## src/design/potb_pkg.sv

```systemverilog
`timescale 1ns / 1ps
// ----------------------------------------------------------------------------
// potb_pkg
// shared types and constants for the periodic / one-shot timer bank
// ----------------------------------------------------------------------------
package potb_pkg;

	localparam int TIMER_COUNT = 16;
	localparam int MAX_RESULTS = 16;

	localparam int ID_W     = (TIMER_COUNT > 1) ? $clog2(TIMER_COUNT) : 1;
	localparam int OP_W     = 2;
	localparam int TID_W    = 8;
	localparam int PERIOD_W = 16;
	localparam int OUT_ID_W = 6;

	// command queue between front and back
	localparam int CQ_DEPTH = 2;
	localparam int CQ_AW    = $clog2(CQ_DEPTH);
	localparam int CQ_CW    = $clog2(CQ_DEPTH + 1);

	// result queue, deep enough for one whole tick
	localparam int RES_DEPTH = (MAX_RESULTS > 1) ? MAX_RESULTS : 2;
	localparam int RQ_AW     = $clog2(RES_DEPTH);
	localparam int RQ_CW     = $clog2(RES_DEPTH + 1);
	localparam int NR_W      = $clog2(MAX_RESULTS + 1);

	typedef enum logic [OP_W-1:0] {
		OP_SETUP = 2'd0,
		OP_START = 2'd1,
		OP_STOP  = 2'd2,
		OP_TICK  = 2'd3
	} op_t;

	typedef struct packed {
		op_t                 op;
		logic [ID_W-1:0]     id;
		logic [PERIOD_W-1:0] period;
		logic                run_once;
		logic                has_target;
		logic                has_handler;
		logic                clear_count;
	} cmd_t;

	typedef struct packed {
		logic [OUT_ID_W-1:0] id;
		logic                post_event;
		logic                call_handler;
		logic                is_last;
	} res_t;

	typedef enum logic [1:0] {
		BK_IDLE = 2'd0,
		BK_WALK = 2'd1,
		BK_DONE = 2'd2
	} bk_state_t;

endpackage

```

## src/design/potb_ram.sv

```systemverilog
`timescale 1ns / 1ps
// ----------------------------------------------------------------------------
// potb_ram
// generic single write port / single read port ram with registered read
// ----------------------------------------------------------------------------
module potb_ram #(
	parameter int WIDTH = 16,
	parameter int DEPTH = 16
) (
	input  logic                                      clk,
	input  logic                                      we,
	input  logic [((DEPTH > 1) ? $clog2(DEPTH) : 1)-1:0] waddr,
	input  logic [WIDTH-1:0]                          wdata,
	input  logic                                      re,
	input  logic [((DEPTH > 1) ? $clog2(DEPTH) : 1)-1:0] raddr,
	output logic [WIDTH-1:0]                          rdata
);

	logic [WIDTH-1:0] mem_q [DEPTH];

	always_ff @(posedge clk) begin
		if (we) begin
			mem_q[waddr] <= wdata;
		end
		if (re) begin
			rdata <= mem_q[raddr];
		end
	end

endmodule

```

## src/design/potb_front.sv

```systemverilog
`timescale 1ns / 1ps
// ----------------------------------------------------------------------------
// potb_front
// input side: accepts items, drops out-of-range timer numbers, queues commands
// ----------------------------------------------------------------------------
module potb_front
	import potb_pkg::*;
(
	input  logic                clk,
	input  logic                arst_n,
	input  logic                push,
	output logic                full,
	input  logic [OP_W-1:0]     operation,
	input  logic [TID_W-1:0]    timer_id,
	input  logic [PERIOD_W-1:0] period,
	input  logic                run_once,
	input  logic                has_target,
	input  logic                has_handler,
	input  logic                clear_count,
	output logic                cmd_valid,
	output cmd_t                cmd,
	input  logic                cmd_pop
);

	cmd_t             buf_q [CQ_DEPTH];
	logic [CQ_AW-1:0] wr_ptr_q, rd_ptr_q;
	logic [CQ_CW-1:0] cnt_q;
	logic             accept, keep;
	op_t              op;
	cmd_t             new_cmd;

	assign op     = op_t'(operation);
	assign full   = (cnt_q == CQ_CW'(CQ_DEPTH));
	assign accept = push && !full;
	// tick ignores the timer number, the others need it in range
	assign keep   = accept && ((op == OP_TICK) || (timer_id < TID_W'(TIMER_COUNT)));

	assign cmd_valid = (cnt_q != '0);
	assign cmd       = buf_q[rd_ptr_q];

	always_comb begin
		new_cmd             = '0;
		new_cmd.op          = op;
		new_cmd.id          = timer_id[ID_W-1:0];
		new_cmd.period      = period;
		new_cmd.run_once    = run_once;
		new_cmd.has_target  = has_target;
		new_cmd.has_handler = has_handler;
		new_cmd.clear_count = clear_count;
	end

	always_ff @(posedge clk or negedge arst_n) begin
		if (!arst_n) begin
			wr_ptr_q <= '0;
			rd_ptr_q <= '0;
			cnt_q    <= '0;
		end else begin
			if (keep) begin
				wr_ptr_q <= (wr_ptr_q == CQ_AW'(CQ_DEPTH - 1)) ? '0 : wr_ptr_q + CQ_AW'(1);
			end
			if (cmd_pop) begin
				rd_ptr_q <= (rd_ptr_q == CQ_AW'(CQ_DEPTH - 1)) ? '0 : rd_ptr_q + CQ_AW'(1);
			end
			if (keep && !cmd_pop) begin
				cnt_q <= cnt_q + CQ_CW'(1);
			end else if (!keep && cmd_pop) begin
				cnt_q <= cnt_q - CQ_CW'(1);
			end
		end
	end

	always_ff @(posedge clk) begin
		if (keep) begin
			buf_q[wr_ptr_q] <= new_cmd;
		end
	end

endmodule

```

## src/design/potb_back.sv

```systemverilog
`timescale 1ns / 1ps
// ----------------------------------------------------------------------------
// potb_back
// execution side: timer state, set up / start / stop, and the tick walk
// ----------------------------------------------------------------------------
module potb_back
	import potb_pkg::*;
(
	input  logic clk,
	input  logic arst_n,
	input  logic cmd_valid,
	input  cmd_t cmd,
	output logic cmd_pop,
	input  logic res_empty,
	output logic res_push,
	output res_t res_data
);

	localparam logic [ID_W-1:0] LAST_ID = ID_W'(TIMER_COUNT - 1);

	bk_state_t state_q, state_d;

	logic [TIMER_COUNT-1:0] enabled_q, one_shot_q, target_q, handler_q;
	logic [TIMER_COUNT-1:0] pvalid_q, cvalid_q;

	logic [ID_W-1:0] rd_idx_q;
	logic            issue_q;
	logic            v_s1, pv_s1, cv_s1;
	logic [ID_W-1:0] idx_s1;

	res_t            held_q;
	logic            held_v_q;
	logic [NR_W-1:0] n_q;

	logic                p_we, c_we, rd_en;
	logic [ID_W-1:0]     c_waddr;
	logic [PERIOD_W-1:0] c_wdata;
	logic [PERIOD_W-1:0] p_rdata, c_rdata;

	logic                do_setup, do_startstop, start_tick, done_walk;
	logic [PERIOD_W-1:0] cnt_cur, per_cur, cnt_inc;
	logic                expire, room;
	res_t                new_res;

	potb_ram #(.WIDTH(PERIOD_W), .DEPTH(TIMER_COUNT)) u_period_ram (
		.clk   (clk),
		.we    (p_we),
		.waddr (cmd.id),
		.wdata (cmd.period),
		.re    (rd_en),
		.raddr (rd_idx_q),
		.rdata (p_rdata)
	);

	potb_ram #(.WIDTH(PERIOD_W), .DEPTH(TIMER_COUNT)) u_count_ram (
		.clk   (clk),
		.we    (c_we),
		.waddr (c_waddr),
		.wdata (c_wdata),
		.re    (rd_en),
		.raddr (rd_idx_q),
		.rdata (c_rdata)
	);

	// never written entries read as zero
	assign cnt_cur = cv_s1 ? c_rdata : '0;
	assign per_cur = pv_s1 ? p_rdata : '0;
	assign cnt_inc = cnt_cur + PERIOD_W'(1);
	assign expire  = v_s1 && enabled_q[idx_s1] && (cnt_inc >= per_cur);
	assign room    = (n_q < NR_W'(MAX_RESULTS));

	always_comb begin
		new_res              = '0;
		new_res.id           = OUT_ID_W'(idx_s1);
		new_res.post_event   = target_q[idx_s1];
		new_res.call_handler = handler_q[idx_s1];
	end

	always_comb begin
		state_d      = state_q;
		cmd_pop      = 1'b0;
		do_setup     = 1'b0;
		do_startstop = 1'b0;
		start_tick   = 1'b0;
		done_walk    = 1'b0;
		rd_en        = 1'b0;
		p_we         = 1'b0;
		c_we         = 1'b0;
		c_waddr      = cmd.id;
		c_wdata      = '0;
		res_push     = 1'b0;
		res_data     = held_q;
		res_data.is_last = 1'b0;
		unique case (state_q)
			BK_IDLE: begin
				if (cmd_valid) begin
					unique case (cmd.op)
						OP_TICK: begin
							// a whole tick must fit in the result queue
							if (res_empty) begin
								cmd_pop    = 1'b1;
								start_tick = 1'b1;
								state_d    = BK_WALK;
							end
						end
						OP_SETUP: begin
							cmd_pop  = 1'b1;
							do_setup = 1'b1;
							p_we     = 1'b1;
							c_we     = 1'b1;
						end
						OP_START, OP_STOP: begin
							cmd_pop      = 1'b1;
							do_startstop = 1'b1;
							c_we         = cmd.clear_count;
						end
						default: begin
						end
					endcase
				end
			end
			BK_WALK: begin
				rd_en = issue_q;
				if (v_s1 && enabled_q[idx_s1]) begin
					c_we    = 1'b1;
					c_waddr = idx_s1;
					c_wdata = expire ? '0 : cnt_inc;
				end
				// push the held result once a newer one replaces it
				if (expire && room && held_v_q) begin
					res_push = 1'b1;
				end
				if (!issue_q) begin
					state_d = BK_DONE;
				end
			end
			BK_DONE: begin
				done_walk        = 1'b1;
				res_push         = held_v_q;
				res_data.is_last = 1'b1;
				state_d          = BK_IDLE;
			end
			default: begin
				state_d = BK_IDLE;
			end
		endcase
	end

	always_ff @(posedge clk or negedge arst_n) begin
		if (!arst_n) begin
			state_q    <= BK_IDLE;
			enabled_q  <= '0;
			one_shot_q <= '0;
			target_q   <= '0;
			handler_q  <= '0;
			pvalid_q   <= '0;
			cvalid_q   <= '0;
			issue_q    <= 1'b0;
			v_s1       <= 1'b0;
			held_v_q   <= 1'b0;
			n_q        <= '0;
		end else begin
			state_q <= state_d;
			v_s1    <= (state_q == BK_WALK) && issue_q;
			if (c_we) begin
				cvalid_q[c_waddr] <= 1'b1;
			end
			if (do_setup) begin
				pvalid_q[cmd.id]   <= 1'b1;
				enabled_q[cmd.id]  <= 1'b0;
				one_shot_q[cmd.id] <= cmd.run_once;
				target_q[cmd.id]   <= cmd.has_target;
				handler_q[cmd.id]  <= cmd.has_handler;
			end
			if (do_startstop) begin
				enabled_q[cmd.id] <= (cmd.op == OP_START);
			end
			if (start_tick) begin
				issue_q <= 1'b1;
				n_q     <= '0;
			end else if ((state_q == BK_WALK) && issue_q && (rd_idx_q == LAST_ID)) begin
				issue_q <= 1'b0;
			end
			if (expire && one_shot_q[idx_s1]) begin
				enabled_q[idx_s1] <= 1'b0;
			end
			if (expire && room) begin
				held_v_q <= 1'b1;
				n_q      <= n_q + NR_W'(1);
			end
			if (done_walk) begin
				held_v_q <= 1'b0;
			end
		end
	end

	always_ff @(posedge clk) begin
		if (start_tick) begin
			rd_idx_q <= '0;
		end else if ((state_q == BK_WALK) && issue_q) begin
			rd_idx_q <= rd_idx_q + ID_W'(1);
		end
		idx_s1 <= rd_idx_q;
		pv_s1  <= pvalid_q[rd_idx_q];
		cv_s1  <= cvalid_q[rd_idx_q];
		if (expire && room) begin
			held_q <= new_res;
		end
	end

endmodule

```

## src/design/potb_result_q.sv

```systemverilog
`timescale 1ns / 1ps
// ----------------------------------------------------------------------------
// potb_result_q
// result queue, holds the results of one tick until they are popped
// ----------------------------------------------------------------------------
module potb_result_q
	import potb_pkg::*;
(
	input  logic clk,
	input  logic arst_n,
	input  logic wr_en,
	input  res_t wr_data,
	input  logic pop,
	output logic empty,
	output res_t head
);

	res_t             buf_q [RES_DEPTH];
	logic [RQ_AW-1:0] wr_ptr_q, rd_ptr_q;
	logic [RQ_CW-1:0] cnt_q;
	logic             rd_en;

	assign empty = (cnt_q == '0);
	assign rd_en = pop && !empty;
	assign head  = buf_q[rd_ptr_q];

	always_ff @(posedge clk or negedge arst_n) begin
		if (!arst_n) begin
			wr_ptr_q <= '0;
			rd_ptr_q <= '0;
			cnt_q    <= '0;
		end else begin
			if (wr_en) begin
				wr_ptr_q <= (wr_ptr_q == RQ_AW'(RES_DEPTH - 1)) ? '0 : wr_ptr_q + RQ_AW'(1);
			end
			if (rd_en) begin
				rd_ptr_q <= (rd_ptr_q == RQ_AW'(RES_DEPTH - 1)) ? '0 : rd_ptr_q + RQ_AW'(1);
			end
			if (wr_en && !rd_en) begin
				cnt_q <= cnt_q + RQ_CW'(1);
			end else if (!wr_en && rd_en) begin
				cnt_q <= cnt_q - RQ_CW'(1);
			end
		end
	end

	always_ff @(posedge clk) begin
		if (wr_en) begin
			buf_q[wr_ptr_q] <= wr_data;
		end
	end

endmodule

```

## src/design/periodic_oneshot_timer_bank_unit.sv

```systemverilog
`timescale 1ns / 1ps
// ----------------------------------------------------------------------------
// periodic_oneshot_timer_bank_unit
// bank of TIMER_COUNT periodic / one-shot timers driven by an operation stream
// ----------------------------------------------------------------------------
// Both sides look like a queue: push an operation while full is low, pop
// expiry results while empty is low. Set up, start and stop are each done
// in the execution stage; a tick walks the timers one per cycle through
// the period and count rams and holds the execution stage while it takes
// the tick, reads each timer, finishes the last timer and posts the last
// result, and it starts only once the result queue has been drained, since
// one tick may produce up to MAX_RESULTS results. A two-entry command
// queue keeps taking operations while a tick runs or results wait. Set up,
// start and stop operations naming a timer number at or above TIMER_COUNT
// are taken and dropped. Each tick gives one result per expiring timer in
// index order, the last one marked by is_last; a tick with no expiry gives
// no result.
// ----------------------------------------------------------------------------
module periodic_oneshot_timer_bank_unit
	import potb_pkg::*;
(
	input  logic                clk,
	input  logic                arst_n,
	// operation side
	input  logic                push,
	output logic                full,
	input  logic [OP_W-1:0]     operation,
	input  logic [TID_W-1:0]    timer_id,
	input  logic [PERIOD_W-1:0] period,
	input  logic                run_once,
	input  logic                has_target,
	input  logic                has_handler,
	input  logic                clear_count,
	// result side
	output logic                empty,
	input  logic                pop,
	output logic [OUT_ID_W-1:0] expired_id,
	output logic                post_event,
	output logic                call_handler,
	output logic                is_last
);

	// command transfer between front and back
	logic cmd_valid, cmd_pop;
	cmd_t cmd;

	// result transfer into the result queue
	logic res_push, res_empty;
	res_t res_data, res_head;

	potb_front u_front (
		.clk         (clk),
		.arst_n      (arst_n),
		.push        (push),
		.full        (full),
		.operation   (operation),
		.timer_id    (timer_id),
		.period      (period),
		.run_once    (run_once),
		.has_target  (has_target),
		.has_handler (has_handler),
		.clear_count (clear_count),
		.cmd_valid   (cmd_valid),
		.cmd         (cmd),
		.cmd_pop     (cmd_pop)
	);

	potb_back u_back (
		.clk       (clk),
		.arst_n    (arst_n),
		.cmd_valid (cmd_valid),
		.cmd       (cmd),
		.cmd_pop   (cmd_pop),
		.res_empty (res_empty),
		.res_push  (res_push),
		.res_data  (res_data)
	);

	potb_result_q u_result_q (
		.clk     (clk),
		.arst_n  (arst_n),
		.wr_en   (res_push),
		.wr_data (res_data),
		.pop     (pop),
		.empty   (res_empty),
		.head    (res_head)
	);

	// the oldest waiting result sits on the result ports
	assign empty        = res_empty;
	assign expired_id   = res_head.id;
	assign post_event   = res_head.post_event;
	assign call_handler = res_head.call_handler;
	assign is_last      = res_head.is_last;

endmodule
```

## config.mk

```make
export PLATFORM = sky130hd
export DESIGN_NAME = periodic_oneshot_timer_bank_unit
export DESIGN_NICKNAME = d
export VERILOG_FILES = /design/src/design/potb_pkg.sv /design/src/design/potb_ram.sv /design/src/design/potb_front.sv /design/src/design/potb_back.sv /design/src/design/potb_result_q.sv /design/src/design/periodic_oneshot_timer_bank_unit.sv
export SDC_FILE = /design/constraint.sdc
export NUM_CORES = 1
export LEC_CHECK = 0
export BUFFER_PORTS_ARGS = -buffer_cell sky130_fd_sc_hd__buf_4
export CORE_ASPECT_RATIO = 0.9
export CORE_UTILIZATION = 62
export DETAILED_ROUTE_END_ITERATION = 10
export GPL_ROUTABILITY_DRIVEN = 0
export PLACE_DENSITY = 0.78
export RECOVER_POWER = 50
export SLEW_MARGIN = 10
export SYNTH_ARGS = -nofsm -noshare
export SYNTH_HDL_FRONTEND = slang
export SYNTH_SLANG_ARGS = --single-unit
```

## constraint.sdc

```tcl
create_clock -name clk -period 14.5 [get_ports clk]
set_input_delay 2.175 -clock clk [delete_from_list [all_inputs] [get_ports clk]]
set_output_delay 2.175 -clock clk [all_outputs]
set_load 0.1 [all_outputs]
```

==> results_tabular.tex <==
\begin{tabular}{lr}
\hline
Metric & Value \\
\hline
\multicolumn{2}{l}{\textbf{Yosys}} \\
\quad Sequential cell area fraction in the yosys report & 0.726 \\
\quad Share of flip-flops with an asynchronous set or reset & 0.145 \\
\quad Post-synth EDFFs & 714 \\
\quad Yosys top cell area share & 0.630 \\
\quad Leading post-synthesis cells by instance count & 714 x sky130\_fd\_sc\_hd\_\_edfxtp\_1, 198 x sky130\_fd\_sc\_hd\_\_mux4\_2, 123 x sky130\_fd\_sc\_hd\_\_dfrtp\_1 \\
\quad Syn. warnings & 0 \\
\quad Area of the mapped netlist & $\sim$34000 µm² \\
\quad Post-synthesis instance total & 1831 \\
\quad Synth cell types & 63 \\
\quad Count leader, synth & sky130\_fd\_sc\_hd\_\_edfxtp\_1 \\
\quad Dominant register cell in the synthesized netlist & sky130\_fd\_sc\_hd\_\_edfxtp\_1 \\
\quad Library cell occupying the most area in the post-synthesis netlist & sky130\_fd\_sc\_hd\_\_edfxtp\_1 \\
\quad Average cell area after synthesis & 18.6 µm² \\
\quad Main area contributors after synthesis & sky130\_fd\_sc\_hd\_\_edfxtp\_1 63\%, sky130\_fd\_sc\_hd\_\_mux4\_2 13\%, sky130\_fd\_sc\_hd\_\_dfrtp\_1 9.0\%, sky130\_fd\_sc\_hd\_\_ha\_1 1.3\%, sky130\_fd\_sc\_hd\_\_mux2i\_1 1.3\% \\
\quad Post-synthesis register bit count & 847 \\
\multicolumn{2}{l}{\textbf{Pwr}} \\
\quad Power share of the combinational group & 0.240 \\
\quad Power per standard cell area & roughly 180 nW/µm² \\
\quad IR Drop Worst-Case VDD & 170 µV \\
\quad Cell internal power dissipation & 4840 µW \\
\quad Switching share of power & 0.299 \\
\quad Leakage component of the power & 0.0131 µW \\
\quad Net switching power of the design & a little over 2000 µW \\
\quad Share of power burned in registers & 0.454 \\
\quad Part of the total power dissipated in the clock network & 0.306 \\
\multicolumn{2}{l}{\textbf{Critical path}} \\
\quad Cell Chain, Critical Path & clkbuf\_1 -> clkbuf\_1 \\
\quad Critical Path Source Type & input pin \\
\quad Crit Path Category & input pin to asynchronous set/reset pin \\
\quad Worst reg2reg path endpoint & u\_back.u\_period\_ram.rdata[6]\$\_DFFE\_PP\_ \\
\quad Library cell contributing the largest single delay on the critical path & sky130\_fd\_sc\_hd\_\_clkbuf\_1 \\
\quad FF-to-FF Start & u\_back.rd\_idx\_q[0]\$\_SDFFE\_PP0P\_ \\
\quad Flop-to-flop setup slack & 8.25 ns \\
\quad Required time at the worst-slack endpoint & 14.34 ns \\
\quad Max FO, Critical Path & 70 \\
\quad WP buf/inv & 2 \\
\quad Most prevalent standard cell on the critical path & sky130\_fd\_sc\_hd\_\_clkbuf\_1 \\
\quad Nature of the critical path endpoint & asynchronous set/reset pin \\
\quad Cell type group with the largest total delay on the critical path & buffers and inverters \\
\quad Crit path DAT & a little over 7 ns \\
\quad R2R depth & 3 \\
\quad Crit-path max cell delay & 2.85 ns \\
\multicolumn{2}{l}{\textbf{Floorplan}} \\
\quad Starting density of the core & 0.627 \\
\quad Number of rows created at floorplan & just over 80 \\
\quad Floorplan die area & 55900 µm² \\
\quad Width of the chip & 249 µm \\
\quad Floorplan Core Area & 54300 µm² \\
\quad Vertical die dimension & 224 µm \\
\quad Num ports & 45 \\
\multicolumn{2}{l}{\textbf{STA}} \\
\quad Share of the clock period used by the worst path after layout & 0.504 \\
\quad Headroom to the max-slew limit & -1.59 \\
\quad Clock skew & between 0.03 and 0.04 ns \\
\quad Number of failing setup endpoints in the final timing report & 0 \\
\quad Total negative slack & 0 ns \\
\quad Setup repair after global routing missed its margin & no \\
\quad Final hold vios & 0 \\
\quad Maximum frequency from static timing analysis & 137 MHz \\
\quad Post-layout minimum cycle time & 7.31 ns \\
\quad Number of pins with negative max-slew slack in the final report & 658 \\
\quad Slew at the pin closest to its max-slew limit & 3.88 ns \\
\multicolumn{2}{l}{\textbf{CTS}} \\
\quad Post-CTS clock slew at the launch and capture registers of the worst setup and hold paths & 0.06 ns \\
\quad Num CTS Buffers & between 80 and 90 \\
\quad Clk Tree Root Cell & sky130\_fd\_sc\_hd\_\_clkbuf\_16 \\
\quad Worst-skew pair later-pin latency & 0.64 ns \\
\quad Max Buffers Root-to-Sink & 3 \\
\quad CTS H-tree lvls & 3 \\
\quad TritonCTS clock tree & yes \\
\quad Cts-stage hold buffer count & 0 \\
\quad Clock sink count & about 850 \\
\quad Setup fix buffers added after clock tree synthesis & 0 \\
\quad Post-cts resize count & 0 \\
\multicolumn{2}{l}{\textbf{Global routing}} \\
\quad Tot GR Track Use & 0.273 \\
\quad Number of antenna violations at the first check in global routing & 0 \\
\quad Pin count of the biggest net entering global routing & 71 \\
\quad Wire length of the first global-routing pass & 112000 µm \\
\quad Leftover overflow at the end of global routing & 0 \\
\quad Number of global-route vias before repair & 18000 \\
\multicolumn{2}{l}{\textbf{Job}} \\
\quad Max-cap violation count & 20 \\
\multicolumn{2}{l}{\textbf{Detailed routing}} \\
\quad Total number of vias & 17700 \\
\quad Post-route antenna net violation count & 0 \\
\quad Number of remaining DRC errors & 0 \\
\quad Iteration-0 DRC count of the detailed router & about 2000 \\
\quad Post-Route WL & 73900 µm \\
\quad Routed len/inst & 27.6 µm \\
\quad Via/cell ratio & 6.59 \\
\quad Detailed-router iteration count before antenna repair & 5 \\
\multicolumn{2}{l}{\textbf{Cells and area}} \\
\quad Number of filler cells placed in the layout & 3297 \\
\quad Final std cell area, no fill & 37800 µm² \\
\quad Final-stage net count & between 1500 and 2000 \\
\quad Share of layout cells above drive strength 1 & 0.220 \\
\quad Syn-to-layout area delta & 11.1\% \\
\quad Diodes inserted & 0 \\
\multicolumn{2}{l}{\textbf{Min path}} \\
\quad Path category of the worst min-delay check & flip-flop to flip-flop \\
\quad End of the worst hold path & u\_back.pvalid\_q[11]\$\_DFFE\_PN0P\_ \\
\quad Number of stages on the worst hold path & 1 \\
\quad Min-Delay Startpoint & u\_back.pvalid\_q[11]\$\_DFFE\_PN0P\_ \\
\multicolumn{2}{l}{\textbf{Status}} \\
\quad Outcome & finished, violations left \\
\quad Violated checks & capacitance limit, slew limit \\
\multicolumn{2}{l}{\textbf{Placed design}} \\
\quad Number of I/O port buffers & 42 \\
\quad HPWL after DPL & 41100 µm \\
\quad Area after DPL & around 35000 µm² \\
\hline
\end{tabular}
-- area by class of cell --
type / count / area (µm²) / share of cell area
Timing Repair Buffer: 81 / 518 / 0.0137
Clock buffer: 108 / 2230 / 0.0590
Clock inverter: 40 / 427 / 0.0113
Multi-Input combinational cell: 874 / 8960 / 0.237
Inverter: 26 / 97.6 / 0.00258
Tap cell: 705 / 882 / 0.0233
Sequential cell: 847 / 24700 / 0.653
-- cells in the final DEF, fill, tap and decap left out, types with 26 or more instances in the layout --
| cell | n |
|---|---|
| sky130_fd_sc_hd__a21oi_1 | 63 |
| sky130_fd_sc_hd__a22oi_1 | 27 |
| sky130_fd_sc_hd__buf_4 | 36 |
| sky130_fd_sc_hd__clkbuf_1 | 45 |
| sky130_fd_sc_hd__clkbuf_16 | 85 |
| sky130_fd_sc_hd__dfrtp_1 | 122 |
| sky130_fd_sc_hd__edfxtp_1 | 714 |
| sky130_fd_sc_hd__ha_1 | 36 |
| sky130_fd_sc_hd__inv_1 | 26 |
| sky130_fd_sc_hd__mux2i_1 | 43 |
| sky130_fd_sc_hd__mux4_2 | 198 |
| sky130_fd_sc_hd__nand2_1 | 113 |
| sky130_fd_sc_hd__nor2_1 | 74 |
| sky130_fd_sc_hd__o21ai_0 | 43 |
-- cells by family after synthesis --
family,synth area share
xor gates and xnor gates,0.00772
adders and majority gates,0.0138
and+or+nand+nor,0.0464
other,0.000110
AOI/OAI and AO/OA,0.0378
buffers and inverters,0.0138
muxes,0.154
DFF,0.726
-- registers in the layout, summed over array words and instances, names as in the netlist, 5 cells and up --
signal and cells:
u_back.target_q 16, u_back.enabled_q 16, u_back.one_shot_q 16, u_result_q.cnt_q 5, u_back.handler_q 16, u_back.u_count_ram.mem_q 256
u_back.cvalid_q 16, u_back.n_q 5, u_back.u_period_ram.mem_q 256, u_back.u_period_ram.rdata 16, u_back.res_data 6, u_back.u_count_ram.rdata 16
u_front.buf_q 52, u_back.pvalid_q 16, u_result_q.buf_q 112
-- metrics by stage --
| step | hold slack [ns] | std cells | setup slack [ns] | util | power, µW |
|---|---|---|---|---|---|
| 2_1_floorplan | 0.329 | 1832 | 9.83 | - | 4360 |
| 3_3_place_gp | 0.445 | 2533 | 9.23 | 0.649 | 4750 |
| 3_5_place_dp | 0.453 | 2533 | 8.98 | 0.650 | 4810 |
| 4_1_cts | 0.467 | 2681 | 8.91 | 0.698 | 6920 |
| 5_1_grt | 0.480 | 2681 | 5.93 | 0.697 | 7160 |
| 6_report | 0.469 | 2681 | 7.19 | 0.697 | 6910 |
-- worst max path at each step --
stage                                       start                               to  cells after the start
6_report                                   arst_n   u_back.cvalid_q[6]$_DFFE_PN0P_                      2
5_1_grt                                    arst_n    u_back.enabled_q[1]$_DFF_PN0_                      2
4_1_cts                      u_back.cv_s1$_DFF_P_  u_result_q.cnt_q[4]$_DFFE_PN0P_                     19
3_5_place_dp                 u_back.cv_s1$_DFF_P_  u_result_q.cnt_q[4]$_DFFE_PN0P_                     19
3_3_place_gp                 u_back.cv_s1$_DFF_P_  u_result_q.cnt_q[4]$_DFFE_PN0P_                     19
2_1_floorplan  u_result_q.rd_ptr_q[0]$_DFFE_PN0P_                     call_handler                      5
-- power by group through the flow --
stage | Combinational, µW | Sequential [µW] | Clock [µW]
6_report | 1660 | 3140 | 2110
5_1_grt | 1780 | 3160 | 2220
4_1_cts | 1650 | 3130 | 2130
3_5_place_dp | 1640 | 3180 | 0
3_3_place_gp | 1590 | 3160 | 0
2_1_floorplan | 1320 | 3040 | 0
-- per-layer routing --
metal  share of wire  track usage
met5               0            0
met4           0.029       0.0912
met3           0.077       0.0507
met2            0.50        0.447
met1            0.39        0.378
Note: power is estimated with default switching activity, not from simulation.
